==> config.mk <==
export PLATFORM = sky130hd
export DESIGN_NAME = seven_segment_scan_dimmer_unit
export DESIGN_NICKNAME = d
export VERILOG_FILES = /design/src/ssd_pkg.sv /design/src/ssd_step.sv /design/src/seven_segment_scan_dimmer_unit.sv
export SDC_FILE = /design/constraint.sdc
export NUM_CORES = 1
export LEC_CHECK = 0
export ABC_CLOCK_PERIOD_IN_PS = 6500
export BUFFER_PORTS_ARGS = -buffer_cell sky130_fd_sc_hd__buf_2
export CAP_MARGIN = 20
export CORE_MARGIN = 1
export CORE_UTILIZATION = 45
export CTS_CLUSTER_SIZE = 25
export DETAILED_ROUTE_END_ITERATION = 16
export PLACE_DENSITY = 0.61
export SKIP_LAST_GASP = 1
export SYNTH_ARGS = -nofsm -noshare
export SYNTH_HDL_FRONTEND = slang
export SYNTH_HIERARCHICAL = 1
export SYNTH_SLANG_ARGS = --single-unit
==> constraint.sdc <==
create_clock -name aclk -period 6.5 [get_ports aclk]
set_input_delay 1.3 -clock aclk [delete_from_list [all_inputs] [get_ports aclk]]
set_output_delay 1.3 -clock aclk [all_outputs]
set_load 0.01 [all_outputs]
==> src/ssd_pkg.sv <==
`timescale 1ns / 1ps
`default_nettype none

package ssd_pkg;

    // Display geometry, fixed by the widths of the digit fields
    localparam int DIGIT_POSITIONS = 4;
    localparam int POS_W           = $clog2(DIGIT_POSITIONS);
    localparam int SCAN_W          = $clog2(DIGIT_POSITIONS + 1);

    // Transaction operation codes
    localparam logic [1:0] OP_TICK   = 2'd0;
    localparam logic [1:0] OP_WRITE  = 2'd1;
    localparam logic [1:0] OP_BRIGHT = 2'd2;
    localparam logic [1:0] OP_NONE   = 2'd3;

    // Timer clock selects
    localparam logic [2:0] CS_STOP    = 3'd0;
    localparam logic [2:0] CS_DIV1    = 3'd1;
    localparam logic [2:0] CS_DIV8    = 3'd2;
    localparam logic [2:0] CS_DIV32   = 3'd3;
    localparam logic [2:0] CS_DIV64   = 3'd4;
    localparam logic [2:0] CS_DIV128  = 3'd5;
    localparam logic [2:0] CS_DIV256  = 3'd6;
    localparam logic [2:0] CS_DIV1024 = 3'd7;

    localparam logic [3:0] LEVEL_MAX = 4'd15;

    typedef struct packed {
        logic [1:0]        op;
        logic [1:0]        digit_position;
        logic [7:0]        segment_pattern;
        logic signed [7:0] brightness_request;
    } in_item_t;

    typedef struct packed {
        logic [7:0] anode_segments;
        logic [3:0] digit_enables_n;
        logic       slot_switched;
    } out_item_t;

    // Scan and dimming state, excluding the digit store
    typedef struct packed {
        logic [9:0]        prescale_count;
        logic [7:0]        timer_count;
        logic [2:0]        clock_select;
        logic [7:0]        repeat_count;
        logic [SCAN_W-1:0] scan_position;
        logic [3:0]        brightness_level;
        logic [7:0]        anode_latch;
        logic [3:0]        enable_latch;
    } scan_state_t;

    typedef struct packed {
        logic [2:0] sel_on;
        logic [2:0] cnt_on;
        logic [2:0] sel_off;
        logic [2:0] cnt_off;
    } level_row_t;

    typedef level_row_t level_table_t [16];

    // On/off time slicing per brightness level
    localparam level_table_t LEVEL_TABLE = '{
        '{CS_DIV64, 3'd1, CS_DIV64,  3'd1}, '{CS_DIV1,  3'd1, CS_DIV128, 3'd1},
        '{CS_DIV1,  3'd1, CS_DIV64,  3'd1}, '{CS_DIV1,  3'd2, CS_DIV64,  3'd1},
        '{CS_DIV1,  3'd3, CS_DIV64,  3'd1}, '{CS_DIV1,  3'd4, CS_DIV64,  3'd1},
        '{CS_DIV1,  3'd5, CS_DIV64,  3'd1}, '{CS_DIV8,  3'd1, CS_DIV64,  3'd1},
        '{CS_DIV8,  3'd1, CS_DIV8,   3'd6}, '{CS_DIV8,  3'd1, CS_DIV32,  3'd1},
        '{CS_DIV8,  3'd3, CS_DIV64,  3'd1}, '{CS_DIV8,  3'd2, CS_DIV32,  3'd1},
        '{CS_DIV8,  3'd3, CS_DIV32,  3'd1}, '{CS_DIV32, 3'd1, CS_DIV32,  3'd1},
        '{CS_DIV32, 3'd1, CS_DIV8,   3'd2}, '{CS_DIV32, 3'd1, CS_STOP,   3'd1}
    };

    // Prescaler low bits that must be zero for a timer tick
    function automatic logic [9:0] prescale_mask(input logic [2:0] sel);
        logic [9:0] mask;
        unique case (sel)
            CS_STOP:    mask = 10'h000;
            CS_DIV1:    mask = 10'h000;
            CS_DIV8:    mask = 10'h007;
            CS_DIV32:   mask = 10'h01F;
            CS_DIV64:   mask = 10'h03F;
            CS_DIV128:  mask = 10'h07F;
            CS_DIV256:  mask = 10'h0FF;
            CS_DIV1024: mask = 10'h3FF;
        endcase
        return mask;
    endfunction

endpackage

`default_nettype wire

==> src/ssd_step.sv <==
`timescale 1ns / 1ps
`default_nettype none

module ssd_step import ssd_pkg::*; (
    input  wire in_item_t                         item,
    input  wire scan_state_t                      cur,
    input  wire logic [DIGIT_POSITIONS-1:0][7:0]  store_cur,
    output      scan_state_t                      nxt,
    output      logic [DIGIT_POSITIONS-1:0][7:0]  store_nxt,
    output      logic                             switched
);

    logic [9:0]        pre_inc;
    logic              divided;
    logic [7:0]        timer_inc;
    logic              overflow;
    logic [7:0]        rep_dec;
    logic              slot_end;
    level_row_t        row;
    logic [SCAN_W-1:0] pos_eff;
    logic              light_step;
    logic [3:0]        all_off;

    // Prescaler, timer and repeat counter chain
    always_comb begin
        pre_inc   = cur.prescale_count + 10'd1;
        divided   = (cur.clock_select != CS_STOP) &&
                    ((pre_inc & prescale_mask(cur.clock_select)) == 10'd0);
        timer_inc = cur.timer_count + 8'd1;
        overflow  = divided && (timer_inc == 8'd0);
        rep_dec   = cur.repeat_count - 8'd1;
        slot_end  = overflow && (rep_dec == 8'd0);
    end

    // Slot end: pick light or pause step
    always_comb begin
        row        = LEVEL_TABLE[cur.brightness_level];
        all_off    = 4'((1 << DIGIT_POSITIONS) - 1);
        pos_eff    = cur.scan_position;
        if ((cur.scan_position >= SCAN_W'(DIGIT_POSITIONS)) && (row.sel_off == CS_STOP)) begin
            pos_eff = '0;
        end
        light_step = (pos_eff < SCAN_W'(DIGIT_POSITIONS));
    end

    // Next state per operation
    always_comb begin
        nxt       = cur;
        store_nxt = store_cur;
        switched  = 1'b0;
        unique case (item.op)
            OP_TICK: begin
                nxt.prescale_count = pre_inc;
                if (divided) begin
                    nxt.timer_count = timer_inc;
                end
                if (overflow) begin
                    nxt.repeat_count = rep_dec;
                end
                if (slot_end) begin
                    switched         = 1'b1;
                    nxt.enable_latch = all_off;
                    if (light_step) begin
                        nxt.clock_select  = row.sel_on;
                        nxt.repeat_count  = {5'd0, row.cnt_on};
                        nxt.scan_position = pos_eff + SCAN_W'(1);
                        if (cur.brightness_level != 4'd0) begin
                            nxt.anode_latch  = store_cur[pos_eff[POS_W-1:0]];
                            nxt.enable_latch = all_off & ~(4'd1 << pos_eff[POS_W-1:0]);
                        end
                    end else begin
                        nxt.clock_select  = row.sel_off;
                        nxt.repeat_count  = {5'd0, row.cnt_off};
                        nxt.scan_position = '0;
                    end
                end
            end
            OP_WRITE: begin
                store_nxt[item.digit_position] = item.segment_pattern;
            end
            OP_BRIGHT: begin
                // Negative clamps to off, above range to full
                if (item.brightness_request[7]) begin
                    nxt.brightness_level = 4'd0;
                end else if (|item.brightness_request[6:4]) begin
                    nxt.brightness_level = LEVEL_MAX;
                end else begin
                    nxt.brightness_level = item.brightness_request[3:0];
                end
            end
            OP_NONE: begin
                nxt = cur;
            end
        endcase
    end

endmodule

`default_nettype wire

==> src/seven_segment_scan_dimmer_unit.sv <==
`timescale 1ns / 1ps
`default_nettype none

// Channel  Dir  Handshake          Payload
// s_       in   s_valid / s_ready  s_item (in_item_t): op, position, pattern, brightness
// m_       out  m_valid / m_ready  m_item (out_item_t): anodes, enables, slot switch
//
// One transaction per cycle sustained while m_ready stays high; the result is registered after input
// acceptance (input register, then the single-pass step logic into the result register).
// aresetn is synchronous, active low: counters cleared, select /1, repeat 1,
// brightness 15, digit store blank, all digits off.
// A stalled result holds its register; the input register still takes a new
// transaction when it is empty, and the state advances only as results move on.

module seven_segment_scan_dimmer_unit import ssd_pkg::*; (
    input  wire             aclk,
    input  wire             aresetn,
    input  wire             s_valid,
    output logic            s_ready,
    input  wire in_item_t   s_item,
    output logic            m_valid,
    input  wire             m_ready,
    output out_item_t       m_item
);

    in_item_t                        in_item_reg;
    logic                            in_valid_reg;
    scan_state_t                     state_reg;
    scan_state_t                     state_next;
    logic [DIGIT_POSITIONS-1:0][7:0] store_reg;
    logic [DIGIT_POSITIONS-1:0][7:0] store_next;
    logic                            switched;
    out_item_t                       out_item_reg;
    logic                            out_valid_reg;
    logic                            advance;

    // Pipeline flow control
    assign advance = in_valid_reg && (!out_valid_reg || m_ready);
    assign s_ready = !in_valid_reg || advance;
    assign m_valid = out_valid_reg;
    assign m_item  = out_item_reg;

    ssd_step u_step (
        .item      (in_item_reg),
        .cur       (state_reg),
        .store_cur (store_reg),
        .nxt       (state_next),
        .store_nxt (store_next),
        .switched  (switched)
    );

    // Input register
    always_ff @(posedge aclk) begin
        if (!aresetn) begin
            in_valid_reg <= 1'b0;
        end else if (s_ready) begin
            in_valid_reg <= s_valid;
        end
        if (s_ready && s_valid) begin
            in_item_reg <= s_item;
        end
    end

    // Scan state and digit store
    always_ff @(posedge aclk) begin
        if (!aresetn) begin
            state_reg.prescale_count   <= '0;
            state_reg.timer_count      <= '0;
            state_reg.clock_select     <= CS_DIV1;
            state_reg.repeat_count     <= 8'd1;
            state_reg.scan_position    <= '0;
            state_reg.brightness_level <= LEVEL_MAX;
            state_reg.anode_latch      <= '0;
            state_reg.enable_latch     <= 4'((1 << DIGIT_POSITIONS) - 1);
            store_reg                  <= '0;
        end else if (advance) begin
            state_reg <= state_next;
            store_reg <= store_next;
        end
    end

    // Result register
    always_ff @(posedge aclk) begin
        if (!aresetn) begin
            out_valid_reg <= 1'b0;
        end else if (advance) begin
            out_valid_reg <= 1'b1;
        end else if (m_ready) begin
            out_valid_reg <= 1'b0;
        end
        if (advance) begin
            out_item_reg.anode_segments  <= state_next.anode_latch;
            out_item_reg.digit_enables_n <= state_next.enable_latch;
            out_item_reg.slot_switched   <= switched;
        end
    end

endmodule

`default_nettype wire

==> results of run 1 <==
-- logic make-up after synthesis --
group / after synthesis / synth area share, %
flip-flops: 115 / 38.88
AO/OA/AOI/OAI: 91 / 9.719
AND/OR/NAND/NOR: 275 / 18.88
adder cells (fa/ha/maj): 14 / 2.587
multiplexers: 131 / 20.31
XOR/XNOR: 28 / 3.622
buffers and inverters: 70 / 6.005
-- cell type report --
type	instances	area share [%]
Clock buffer	20	5.777
Clock inverter	12	2.731
Inverter	20	0.9932
Multi-Input combinational cell	539	49.38
Sequential cell	115	34.83
Tap cell	184	3.046
Timing Repair Buffer	44	3.244
-- metal layers --
metal	up-vias	global-route usage [%]	routed length [microns]
met5	-	0	0
met4	0	7.300	199
met3	15	3.866	436
met2	98	29.87	6440
met1	2453	23.77	6615
li1	2595	-	-
-- cell usage after synthesis (3+ instances only) --
master | count | area, sq um
clkbuf_1 | 26 | 97.59
xor2_1 | 18 | 157.7
a311oi_1 | 3 | 26.28
nor3_1 | 13 | 65.06
o31ai_1 | 5 | 37.54
and2_1 | 3 | 18.77
mux2i_1 | 80 | 800.8
dfxtp_1 | 82 | 1642
o21ai_0 | 23 | 115.1
xnor2_1 | 10 | 87.58
o311ai_0 | 6 | 52.55
buf_1 | 3 | 11.26
ha_1 | 14 | 175.2
nand2b_1 | 4 | 25.02
or3_1 | 6 | 37.54
a2bb2oi_1 | 9 | 78.83
inv_1 | 19 | 71.32
nor2b_1 | 5 | 31.28
o211ai_1 | 3 | 22.52
a21oi_1 | 10 | 50.05
nor4_1 | 13 | 81.33
nand2_1 | 186 | 698.2
o21a_1 | 4 | 30.03
a31oi_1 | 3 | 18.77
nor2_1 | 14 | 52.55
o311ai_1 | 4 | 35.03
buf_2 | 12 | 60.06
nand4_1 | 4 | 25.02
and4_1 | 3 | 26.28
edfxtp_1 | 33 | 991.0
nand3_1 | 8 | 40.04
buf_12 | 7 | 140.1
mux2_2 | 51 | 574.3
-- metrics by stage --
step                      std cells  hold WS (ns)  setup slack, ns  total power, mW
after floorplan                 724        0.4314            3.590           0.8967
after global routing            934        0.4835            2.817            1.985
after detailed placement        901        0.4515            3.065           0.9190
after CTS                       933        0.4609            3.065            1.940
final                           934        0.4581            3.068            1.921
after global placement          901        0.4398            3.109           0.9142
-- worst max-delay path: stages --
cell and delay [ns]:
buf_2 0.11, nor2b_4 0.44, nand2_1 0.13, buf_2 0.16
-- worst max-delay path by stage --
stage / startpoint / to / slack (ns) / cells after the start
after floorplan: m_ready / s_ready / 3.59 / 3
after global placement: m_ready / s_ready / 3.11 / 4
after detailed placement: m_ready / s_ready / 3.07 / 4
after CTS: state_reg[42] / state_reg[0] / 3.07 / 8
after global routing: state_reg[12] / state_reg[4] / 2.82 / 10
final: m_ready / s_ready / 3.07 / 4
-- power breakdown --
part | internal (mW) | switching, mW | total (mW) | leakage, nW
clock network | 0.681 | 0.335 | 1.02 | 0.297
logic | 0.0518 | 0.0786 | 0.130 | 1.59
registers | 0.757 | 0.0181 | 0.775 | 0.980
total | 1.49 | 0.431 | 1.92 | 2.86
==> metrics.log, run 1 <==
INFO  metric timing.max_slew.rel_slack = 30.42%
INFO  metric critPathMaxFanout = 24
INFO  metric total_power_density_per_cell_area = 254.2 mW/mm^2
INFO  metric synth-seq-area-share = 38.88%
INFO  metric syn_area_per_cell = 9.353 sq um
INFO  metric flow.area_growth_from_synthesis = 11.62%
INFO  metric nNetsFinal = 775
INFO  metric timing.setup.tns = 0 ns
INFO  metric ir_drop = 0.0001826 V
INFO  metric crit_path_start_kind = input port
INFO  metric power.static_leakage = 2.862 nW
INFO  metric post_cts_setup_buffer_count = 0
INFO  metric antenna_found_initial = 0
INFO  metric critical_path_required_time = 5.20 ns
INFO  metric grt_util_all_layers = 18.39%
INFO  metric cp_data_arrival_time = 2.13 ns
INFO  metric dpl.hpwl = 9.056 mm
INFO  metric max-clock-path-buffers = 2
INFO  metric hold_path_end = state_reg[11]
INFO  metric min-delay-path-class = flop to flop
INFO  metric worst-r2r-setup-slack = 3.14 ns
INFO  metric synth-warning-count = 6
INFO  metric initial_utilization = 46.42%
INFO  metric post_dp_cell_area = 0.006900 sq mm
INFO  metric tritoncts.num_buffers = 17
INFO  metric critPathKind = input port to primary output
INFO  metric flip_flop_count_of_the_largest_register_after_layout = 48
INFO  metric finalCritPeriodShare = 52.80%
INFO  metric via_count_of_the_first_global_routing_pass = 4918
INFO  metric cp_endpoint_kind = primary output
INFO  metric floorplan.die_area = 0.01554 sq mm
INFO  metric largest_net_degree_at_the_start_of_global_routing = 99
INFO  metric place_congestion = 0.8597
INFO  metric final.min_clock_period = 3.432 ns
INFO  metric register_area = 0.002633 sq mm
INFO  metric first_iter_violations = 388
INFO  metric rsz0062_at_grt = no
INFO  metric rows = 44
INFO  metric ctsResizeCount = 0
INFO  metric utilization = 51.81%
INFO  metric final_antenna_net_count = 0
INFO  metric num_vias = 5161
INFO  metric finish.instance_area = 0.007559 sq mm
INFO  metric finalSetupViolations = 0
INFO  metric run_status = completed
INFO  metric clk_latency = 0.42 ns
INFO  metric final.fill_count = 1277
INFO  metric gr-total-overflow = 0
INFO  metric slew_limit_fails = 0
INFO  metric route.final.wire_length = 13.69 mm
INFO  metric syn-num-nets = 762
INFO  metric final_cell_mix = nand2_1 (186), dfxtp_1 (82), mux2i_1 (80)
INFO  metric layout-drive-gt1-share = 18.13%
INFO  metric timing.reg2reg.worst_path_depth = 9
INFO  metric fmaxAchievable = 0.2914 GHz
INFO  metric postSynth.asyncResetShare = 0%
INFO  metric multiInputGateArea = 0.003732 sq mm
INFO  metric timing.rr.start = state_reg[30]
INFO  metric synth_cell_type_count = 64
INFO  metric timing_worst_slew_pin_value = 1.044 ns
INFO  metric ratio_of_routed_vias_to_standard_cells = 5.526
INFO  metric worst_hold_path.num_cells = 2
INFO  metric max-cap-violations = 0
INFO  metric synth_area = 0.006771 sq mm
INFO  metric wire_length_of_the_first_global_routing_pass = 23.50 mm
INFO  metric clock-sinks = 115
INFO  metric synth_cells = 724
INFO  metric reg2reg_to = state_reg[10]
INFO  metric floorplan.die.width = 124.7 microns
INFO  metric number_of_storage_elements_in_the_synthesis_netlist = 115
INFO  metric cts_max_level = 4
INFO  metric timing.clock.skew = 0.02001 ns
INFO  metric path_clk_slew = 0.05 ns
INFO  metric antenna_cells = 0
INFO  metric top_level_ports = 39
INFO  metric synth-main-ff-cell = dfxtp_1
INFO  metric synth-edff-count = 33
INFO  metric drcViolationCount = 0
INFO  metric tritoncts = built
INFO  metric cts.hold.buffers_added = 0
INFO  metric drt-wirelength-per-cell = 14.66 microns
INFO  metric hold_path_start = state_reg[11]
INFO  metric io_buffers = 38
INFO  metric die_boundary_height = 124.7 microns
INFO  metric timing_hold_violations_final = 0
INFO  metric dr.pass1.iters = 5
INFO  metric cts_root_buffer = clkbuf_16
INFO  metric design.core.area = 0.01459 sq mm
INFO  metric layout.cells.most_common = nand2_1
Note: power is estimated with default switching activity, not from simulation.
==> inputs of run 2 (changes only) <==
ABC_CLOCK_PERIOD_IN_PS = 3100   (was 6500)
PLACE_DENSITY = 0.63   (was 0.61)
clock period = 3.1 ns   (was 6.5 ns; I/O delays follow)
==> metrics.log, run 2 (synthesized netlist as in run 1, its figures left out) <==
INFO  metric final_antenna_net_count = 0 (unchanged)
INFO  metric path_clk_slew = 0.06 ns (was 0.05 ns)
INFO  metric rows = 44 (unchanged)
INFO  metric dpl.hpwl = 9.733 mm (was 9.056 mm)
INFO  metric final_critical_path_setup_slack = 0.2499 ns (was 3.068 ns)
INFO  metric num_vias = 5211 (was 5161)
INFO  metric critical_path_required_time = 3.33 ns (was 5.20 ns)
INFO  metric via_count_of_the_first_global_routing_pass = 5036 (was 4918)
INFO  metric largest_net_degree_at_the_start_of_global_routing = 62 (was 99)
INFO  metric place_congestion = 0.8442 (was 0.8597)
INFO  metric grt_util_all_layers = 18.90% (was 18.39%)
INFO  metric antenna_cells = 0 (unchanged)
INFO  metric floorplan.die_area = 0.01554 sq mm (unchanged)
INFO  metric max-clock-path-buffers = 2 (unchanged)
INFO  metric clk_latency = 0.41 ns (was 0.42 ns)
INFO  metric timing.clock.skew = 0.01165 ns (was 0.02001 ns)
INFO  metric run_status = completed (unchanged)
INFO  metric dr.pass1.iters = 5 (unchanged)
INFO  metric min-delay-path-class = input port to flop (was flop to flop)
INFO  metric cts_root_buffer = clkbuf_16 (unchanged)
INFO  metric final.fill_count = 1299 (was 1277)
INFO  metric route.final.wire_length = 14.03 mm (was 13.69 mm)
INFO  metric drt-wirelength-per-cell = 14.82 microns (was 14.66 microns)
INFO  metric floorplan.die.width = 124.7 microns (unchanged)
INFO  metric fmaxAchievable = 0.3509 GHz
INFO  metric nNetsFinal = 788 (was 775)
INFO  metric post_cts_setup_buffer_count = 0 (unchanged)
INFO  metric timing_worst_slew_pin_value = 0.6720 ns (was 1.044 ns)
INFO  metric max-cap-violations = 0 (unchanged)
INFO  metric slew_limit_fails = 0 (unchanged)
INFO  metric final_cell_mix = nand2_1 (186), dfxtp_1 (82), mux2i_1 (80) (unchanged)
INFO  metric finalCritPeriodShare = 91.94%
INFO  metric total_power_density_per_cell_area = 505.6 mW/mm^2 (was 254.2 mW/mm^2)
INFO  metric io_buffers = 38 (unchanged)
INFO  metric worst-r2r-setup-slack = 0.25 ns (was 3.14 ns)
INFO  metric power.static_leakage = 2.920 nW (was 2.862 nW)
INFO  metric top_level_ports = 39 (unchanged)
INFO  metric antenna_found_initial = 0 (unchanged)
INFO  metric cts.hold.buffers_added = 0 (unchanged)
INFO  metric timing_hold_violations_final = 0 (unchanged)
INFO  metric cpPeakStageDelay = 0.45 ns (was 0.44 ns)
INFO  metric timing.max_slew.rel_slack = 55.20% (was 30.42%)
INFO  metric ratio_of_routed_vias_to_standard_cells = 5.503 (was 5.526)
INFO  metric crit_path_start_kind = flop (was input port)
INFO  metric rsz0062_at_grt = no (unchanged)
INFO  metric tritoncts.num_buffers = 17 (unchanged)
INFO  metric design.core.area = 0.01459 sq mm (unchanged)
INFO  metric cp_endpoint_kind = flop (was primary output)
INFO  metric ctsResizeCount = 0 (unchanged)
INFO  metric wire_length_of_the_first_global_routing_pass = 24.07 mm (was 23.50 mm)
INFO  metric place_worst_setup_slack = 0.2825 ns (was 3.065 ns)
INFO  metric utilization = 52.39% (was 51.81%)
INFO  metric critical_path.most_common_cell = buf_4 (was buf_2)
INFO  metric initial_utilization = 46.42% (unchanged)
INFO  metric flip_flop_count_of_the_largest_register_after_layout = 48 (unchanged)
INFO  metric flow.area_growth_from_synthesis = 12.88% (was 11.62%)
INFO  metric cpMaxStageDelayCell = dfxtp_1 (was nor2b_4)
INFO  metric finalSetupViolations = 0 (unchanged)
INFO  metric first_iter_violations = 420 (was 388)
INFO  metric timing.reg2reg.worst_path_depth = 11 (was 9)
INFO  metric tritoncts = built (unchanged)
INFO  metric drcViolationCount = 0 (unchanged)
INFO  metric layout-drive-gt1-share = 19.40% (was 18.13%)
INFO  metric ir_drop = 0.0003530 V (was 0.0001826 V)
INFO  metric worst_hold_path.num_cells = 1 (was 2)
INFO  metric clock-sinks = 115 (unchanged)
INFO  metric cts_max_level = 4 (unchanged)
INFO  metric timing.setup.tns = 0 ns (unchanged)
INFO  metric series_of_cell_instances_along_the_critical_path = ha_1, nand3_1, o21a_1, a2111oi_2, nand2_1, buf_4, nor4_4, buf_4, mux2_2, inv_1, o311ai_0 (was buf_2, nor2b_4, nand2_1, buf_2)
INFO  metric critPathKind = flop to flop (was input port to primary output)
INFO  metric die_boundary_height = 124.7 microns (unchanged)
INFO  metric cp_data_arrival_time = 3.08 ns (was 2.13 ns)
INFO  metric final.min_clock_period = 2.850 ns
INFO  metric critPathMaxFanout = 13 (was 24)
INFO  metric gr-total-overflow = 0 (unchanged)
INFO  metric layout.cells.most_common = nand2_1 (unchanged)
[run 2: worst max-delay path: cells and delay by family, from the launching register on]
kind                       cells  cell delay [ns]
AOI/OAI and AO/OA              3             0.67
buffers and inverters          3             0.47
DFF                            1             0.45
and+or+nand+nor                3             0.39
muxes                          1             0.37
adders and majority gates      1             0.30
[run 2: per-layer routing]
metal	wire length, microns	global-route usage (%)
met1	6724	24.59
met2	6696	31.07
met3	479	4.167
met4	131	5.953
met5	0	0
[run 2: area by class of cell]
cell class / instances / area, sq um / area share (%)
clock buffers: 24 / 501.7 / 6.564
flip-flops and latches: 115 / 2633 / 34.44
multi-input cells: 539 / 3732 / 48.83
clock inverters: 8 / 98.84 / 1.293
inverters: 20 / 75.07 / 0.9822
well taps: 184 / 230.2 / 3.012
repair buffers: 57 / 372.9 / 4.878
[run 2: path summary, 6_finish.rpt]
kind,from,endpoint
min,s_item[13],in_item_reg[13]
min reg2reg,state_reg[8],state_reg[8]
max reg2reg,state_reg[30],state_reg[1]
max,state_reg[30],state_reg[1]
[run 2: report_power, final]
part	total, mW	internal [mW]	switching, mW
combinational	0.291	0.118	0.173
clock	1.95	1.28	0.668
sequential	1.62	1.59	0.0346
[run 2: through the flow]
stage,power (mW),instance area [sq um],hold WS (ns),cells
after global routing,3.998,7644,0.3667,947
final,3.865,7644,0.3827,947
after detailed placement,1.942,7043,0.4474,915
after CTS,3.908,7644,0.3631,947
after floorplan,1.880,6771,0.4314,724
after global placement,1.934,7043,0.4392,915
==> inputs of run 3 (changes only) <==
RECOVER_POWER = 25   (was unset)
==> metrics.log, run 3 (synthesized netlist as in run 1, its figures left out) <==
INFO  metric run_status = finished, violations left (was completed)
INFO  metric gr-total-overflow = 0 (unchanged)
INFO  metric timing.setup.tns = 0 ns (unchanged)
INFO  metric violations_in_the_final_reports = capacitance limit, slew limit
INFO  metric worst-r2r-setup-slack = 0.26 ns (was 0.25 ns)
INFO  metric utilization = 52.18% (was 52.39%)
INFO  metric final_cell_mix = nand2_1 (186), dfxtp_1 (82), mux2i_1 (80) (unchanged)
INFO  metric flip_flop_count_of_the_largest_register_after_layout = 48 (unchanged)
INFO  metric die_boundary_height = 124.7 microns (unchanged)
INFO  metric final.min_clock_period = 2.845 ns (was 2.850 ns)
INFO  metric final_antenna_net_count = 0 (unchanged)
INFO  metric dpl.hpwl = 9.733 mm (unchanged)
INFO  metric cts_max_level = 4 (unchanged)
INFO  metric crit_path_start = state_reg[30] (unchanged)
INFO  metric io_buffers = 38 (unchanged)
INFO  metric ctsResizeCount = 0 (unchanged)
INFO  metric place_worst_setup_slack = 0.2825 ns (unchanged)
INFO  metric hold_path_start = s_item[13] (unchanged)
INFO  metric fmaxAchievable = 0.3515 GHz (was 0.3509 GHz)
INFO  metric nNetsFinal = 788 (unchanged)
INFO  metric clk_latency = 0.41 ns (about the same)
INFO  metric drt-wirelength-per-cell = 14.78 microns (was 14.82 microns)
INFO  metric first_iter_violations = 412 (was 420)
INFO  metric numPlacedInstances = 915 (unchanged)
INFO  metric finalSetupViolations = 0 (unchanged)
INFO  metric floorplan.die.width = 124.7 microns (unchanged)
INFO  metric largest_net_degree_at_the_start_of_global_routing = 62 (unchanged)
INFO  metric drcViolationCount = 0 (unchanged)
INFO  metric timing.reg2reg.worst_path_depth = 11 (unchanged)
INFO  metric fin_cells = 947 (unchanged)
INFO  metric timing.rr.start = state_reg[30] (unchanged)
INFO  metric crit_path_start_kind = flop (unchanged)
INFO  metric final_critical_path_setup_slack = 0.2550 ns (was 0.2499 ns)
INFO  metric finish.instance_area = 0.007612 sq mm (was 0.007644 sq mm)
INFO  metric route.final.wire_length = 14.00 mm (was 14.03 mm)
INFO  metric rsz0062_at_grt = no (unchanged)
INFO  metric timing_worst_slew_pin_value = 1.962 ns (was 0.6720 ns)
INFO  metric finalCritPeriodShare = 91.77% (was 91.94%)
INFO  metric slew_limit_fails = 25 (was 0)
INFO  metric timing_hold_violations_final = 0 (unchanged)
INFO  metric tritoncts = built (unchanged)
INFO  metric path_clk_slew = 0.06 ns (about the same)
INFO  metric max-clock-path-buffers = 2 (unchanged)
INFO  metric cp-endpoint = state_reg[1] (unchanged)
INFO  metric wire_length_of_the_first_global_routing_pass = 24.07 mm (unchanged)
INFO  metric layout-drive-gt1-share = 17.43% (was 19.40%)
INFO  metric post_dp_cell_area = 0.007043 sq mm (unchanged)
INFO  metric cp_data_arrival_time = 3.08 ns (about the same)
INFO  metric tritoncts.num_buffers = 17 (unchanged)
INFO  metric total_power_density_per_cell_area = 507.5 mW/mm^2 (was 505.6 mW/mm^2)
INFO  metric rows = 44 (unchanged)
INFO  metric top_level_ports = 39 (unchanged)
INFO  metric design.core.area = 0.01459 sq mm (unchanged)
INFO  metric place_congestion = 0.8442 (unchanged)
INFO  metric via_count_of_the_first_global_routing_pass = 5036 (unchanged)
INFO  metric ratio_of_routed_vias_to_standard_cells = 5.489 (was 5.503)
INFO  metric cp_endpoint_kind = flop (unchanged)
INFO  metric critPathKind = flop to flop (unchanged)
INFO  metric p_total = 3.863 mW (was 3.865 mW)
INFO  metric initial_utilization = 46.42% (unchanged)
INFO  metric dr.pass1.iters = 5 (unchanged)
INFO  metric floorplan.die_area = 0.01554 sq mm (unchanged)
INFO  metric clock-sinks = 115 (unchanged)
INFO  metric timing.clock.skew = 0.01148 ns (was 0.01165 ns)
INFO  metric min-delay-path-class = input port to flop (unchanged)
INFO  metric fin_hold_ws = 0.3830 ns (was 0.3827 ns)
INFO  metric power.static_leakage = 2.876 nW (was 2.920 nW)
INFO  metric cts_root_buffer = clkbuf_16 (unchanged)
INFO  metric layout.cells.most_common = nand2_1 (unchanged)
INFO  metric grt_util_all_layers = 18.90% (unchanged)
INFO  metric flow.area_growth_from_synthesis = 12.42% (was 12.88%)
INFO  metric post_cts_setup_buffer_count = 0 (unchanged)
INFO  metric antenna_found_initial = 0 (unchanged)
INFO  metric num_vias = 5198 (was 5211)
INFO  metric critPathMaxFanout = 13 (unchanged)
INFO  metric timing.max_slew.rel_slack = -30.96% (was 55.20%)
INFO  metric critical_path_required_time = 3.34 ns (was 3.33 ns)
INFO  metric reg2reg_to = state_reg[1] (unchanged)
INFO  metric cts.hold.buffers_added = 0 (unchanged)
INFO  metric ir_drop = 0.0003532 V (was 0.0003530 V)
INFO  metric max-cap-violations = 1 (was 0)
INFO  metric antenna_cells = 0 (unchanged)
## run 3: changes by cell type in the layout (fill, tap and decap cells not counted)
cell      previous run  this run
buf_2               37        23
clkbuf_1             2        16
inv_1               19        20
inv_2                1         0
nor2_2               0         1
nor2_8               1         0
## run 3: worst max-delay path, cell delays in order (launching register included)
cell	delay, ns
dfxtp_1	0.45
ha_1	0.29
nand3_1	0.18
o21a_1	0.24
a2111oi_2	0.33
nand2_1	0.08
buf_4	0.20
nor4_4	0.13
buf_4	0.22
mux2_2	0.37
inv_1	0.05
o311ai_0	0.11
## run 3: final cells by class
| cell class | count | area, sq um |
|---|---|---|
| Clock buffer | 24 | 501.7 |
| Clock inverter | 8 | 98.84 |
| Fill cell | 1307 | 6977 |
| Inverter | 20 | 75.07 |
| Multi-Input combinational cell | 539 | 3719 |
| Sequential cell | 115 | 2633 |
| Tap cell | 184 | 230.2 |
| Timing Repair Buffer | 57 | 355.3 |
## run 3: how the worst min path moves through the flow
stage / endpoint / slack (ns) / cells after the start
4_1_cts: in_item_reg[16] / 0.36 / 1
5_1_grt: in_item_reg[12] / 0.37 / 1
2_1_floorplan: state_reg[33] / 0.43 / 2
6_report: in_item_reg[13] / 0.38 / 1
3_5_place_dp: state_reg[8] / 0.45 / 2
3_3_place_gp: state_reg[9] / 0.44 / 2
## run 3: power breakdown
part | total [mW] | leakage (nW) | switching, mW | internal, mW
registers | 1.62 | 0.980 | 0.0349 | 1.59
logic | 0.288 | 1.61 | 0.171 | 0.117
clock network | 1.95 | 0.284 | 0.668 | 1.28
total | 3.86 | 2.88 | 0.874 | 2.99
## run 3: layer usage
metal | part of all wire (%) | global-route usage [%] | up-vias
met2 | 48 | 31.07 | 99
met3 | 3.3 | 4.167 | 13
met4 | 0.94 | 5.953 | 0
met5 | 0 | 0 | -
li1 | - | - | 2617
met1 | 48 | 24.59 | 2469
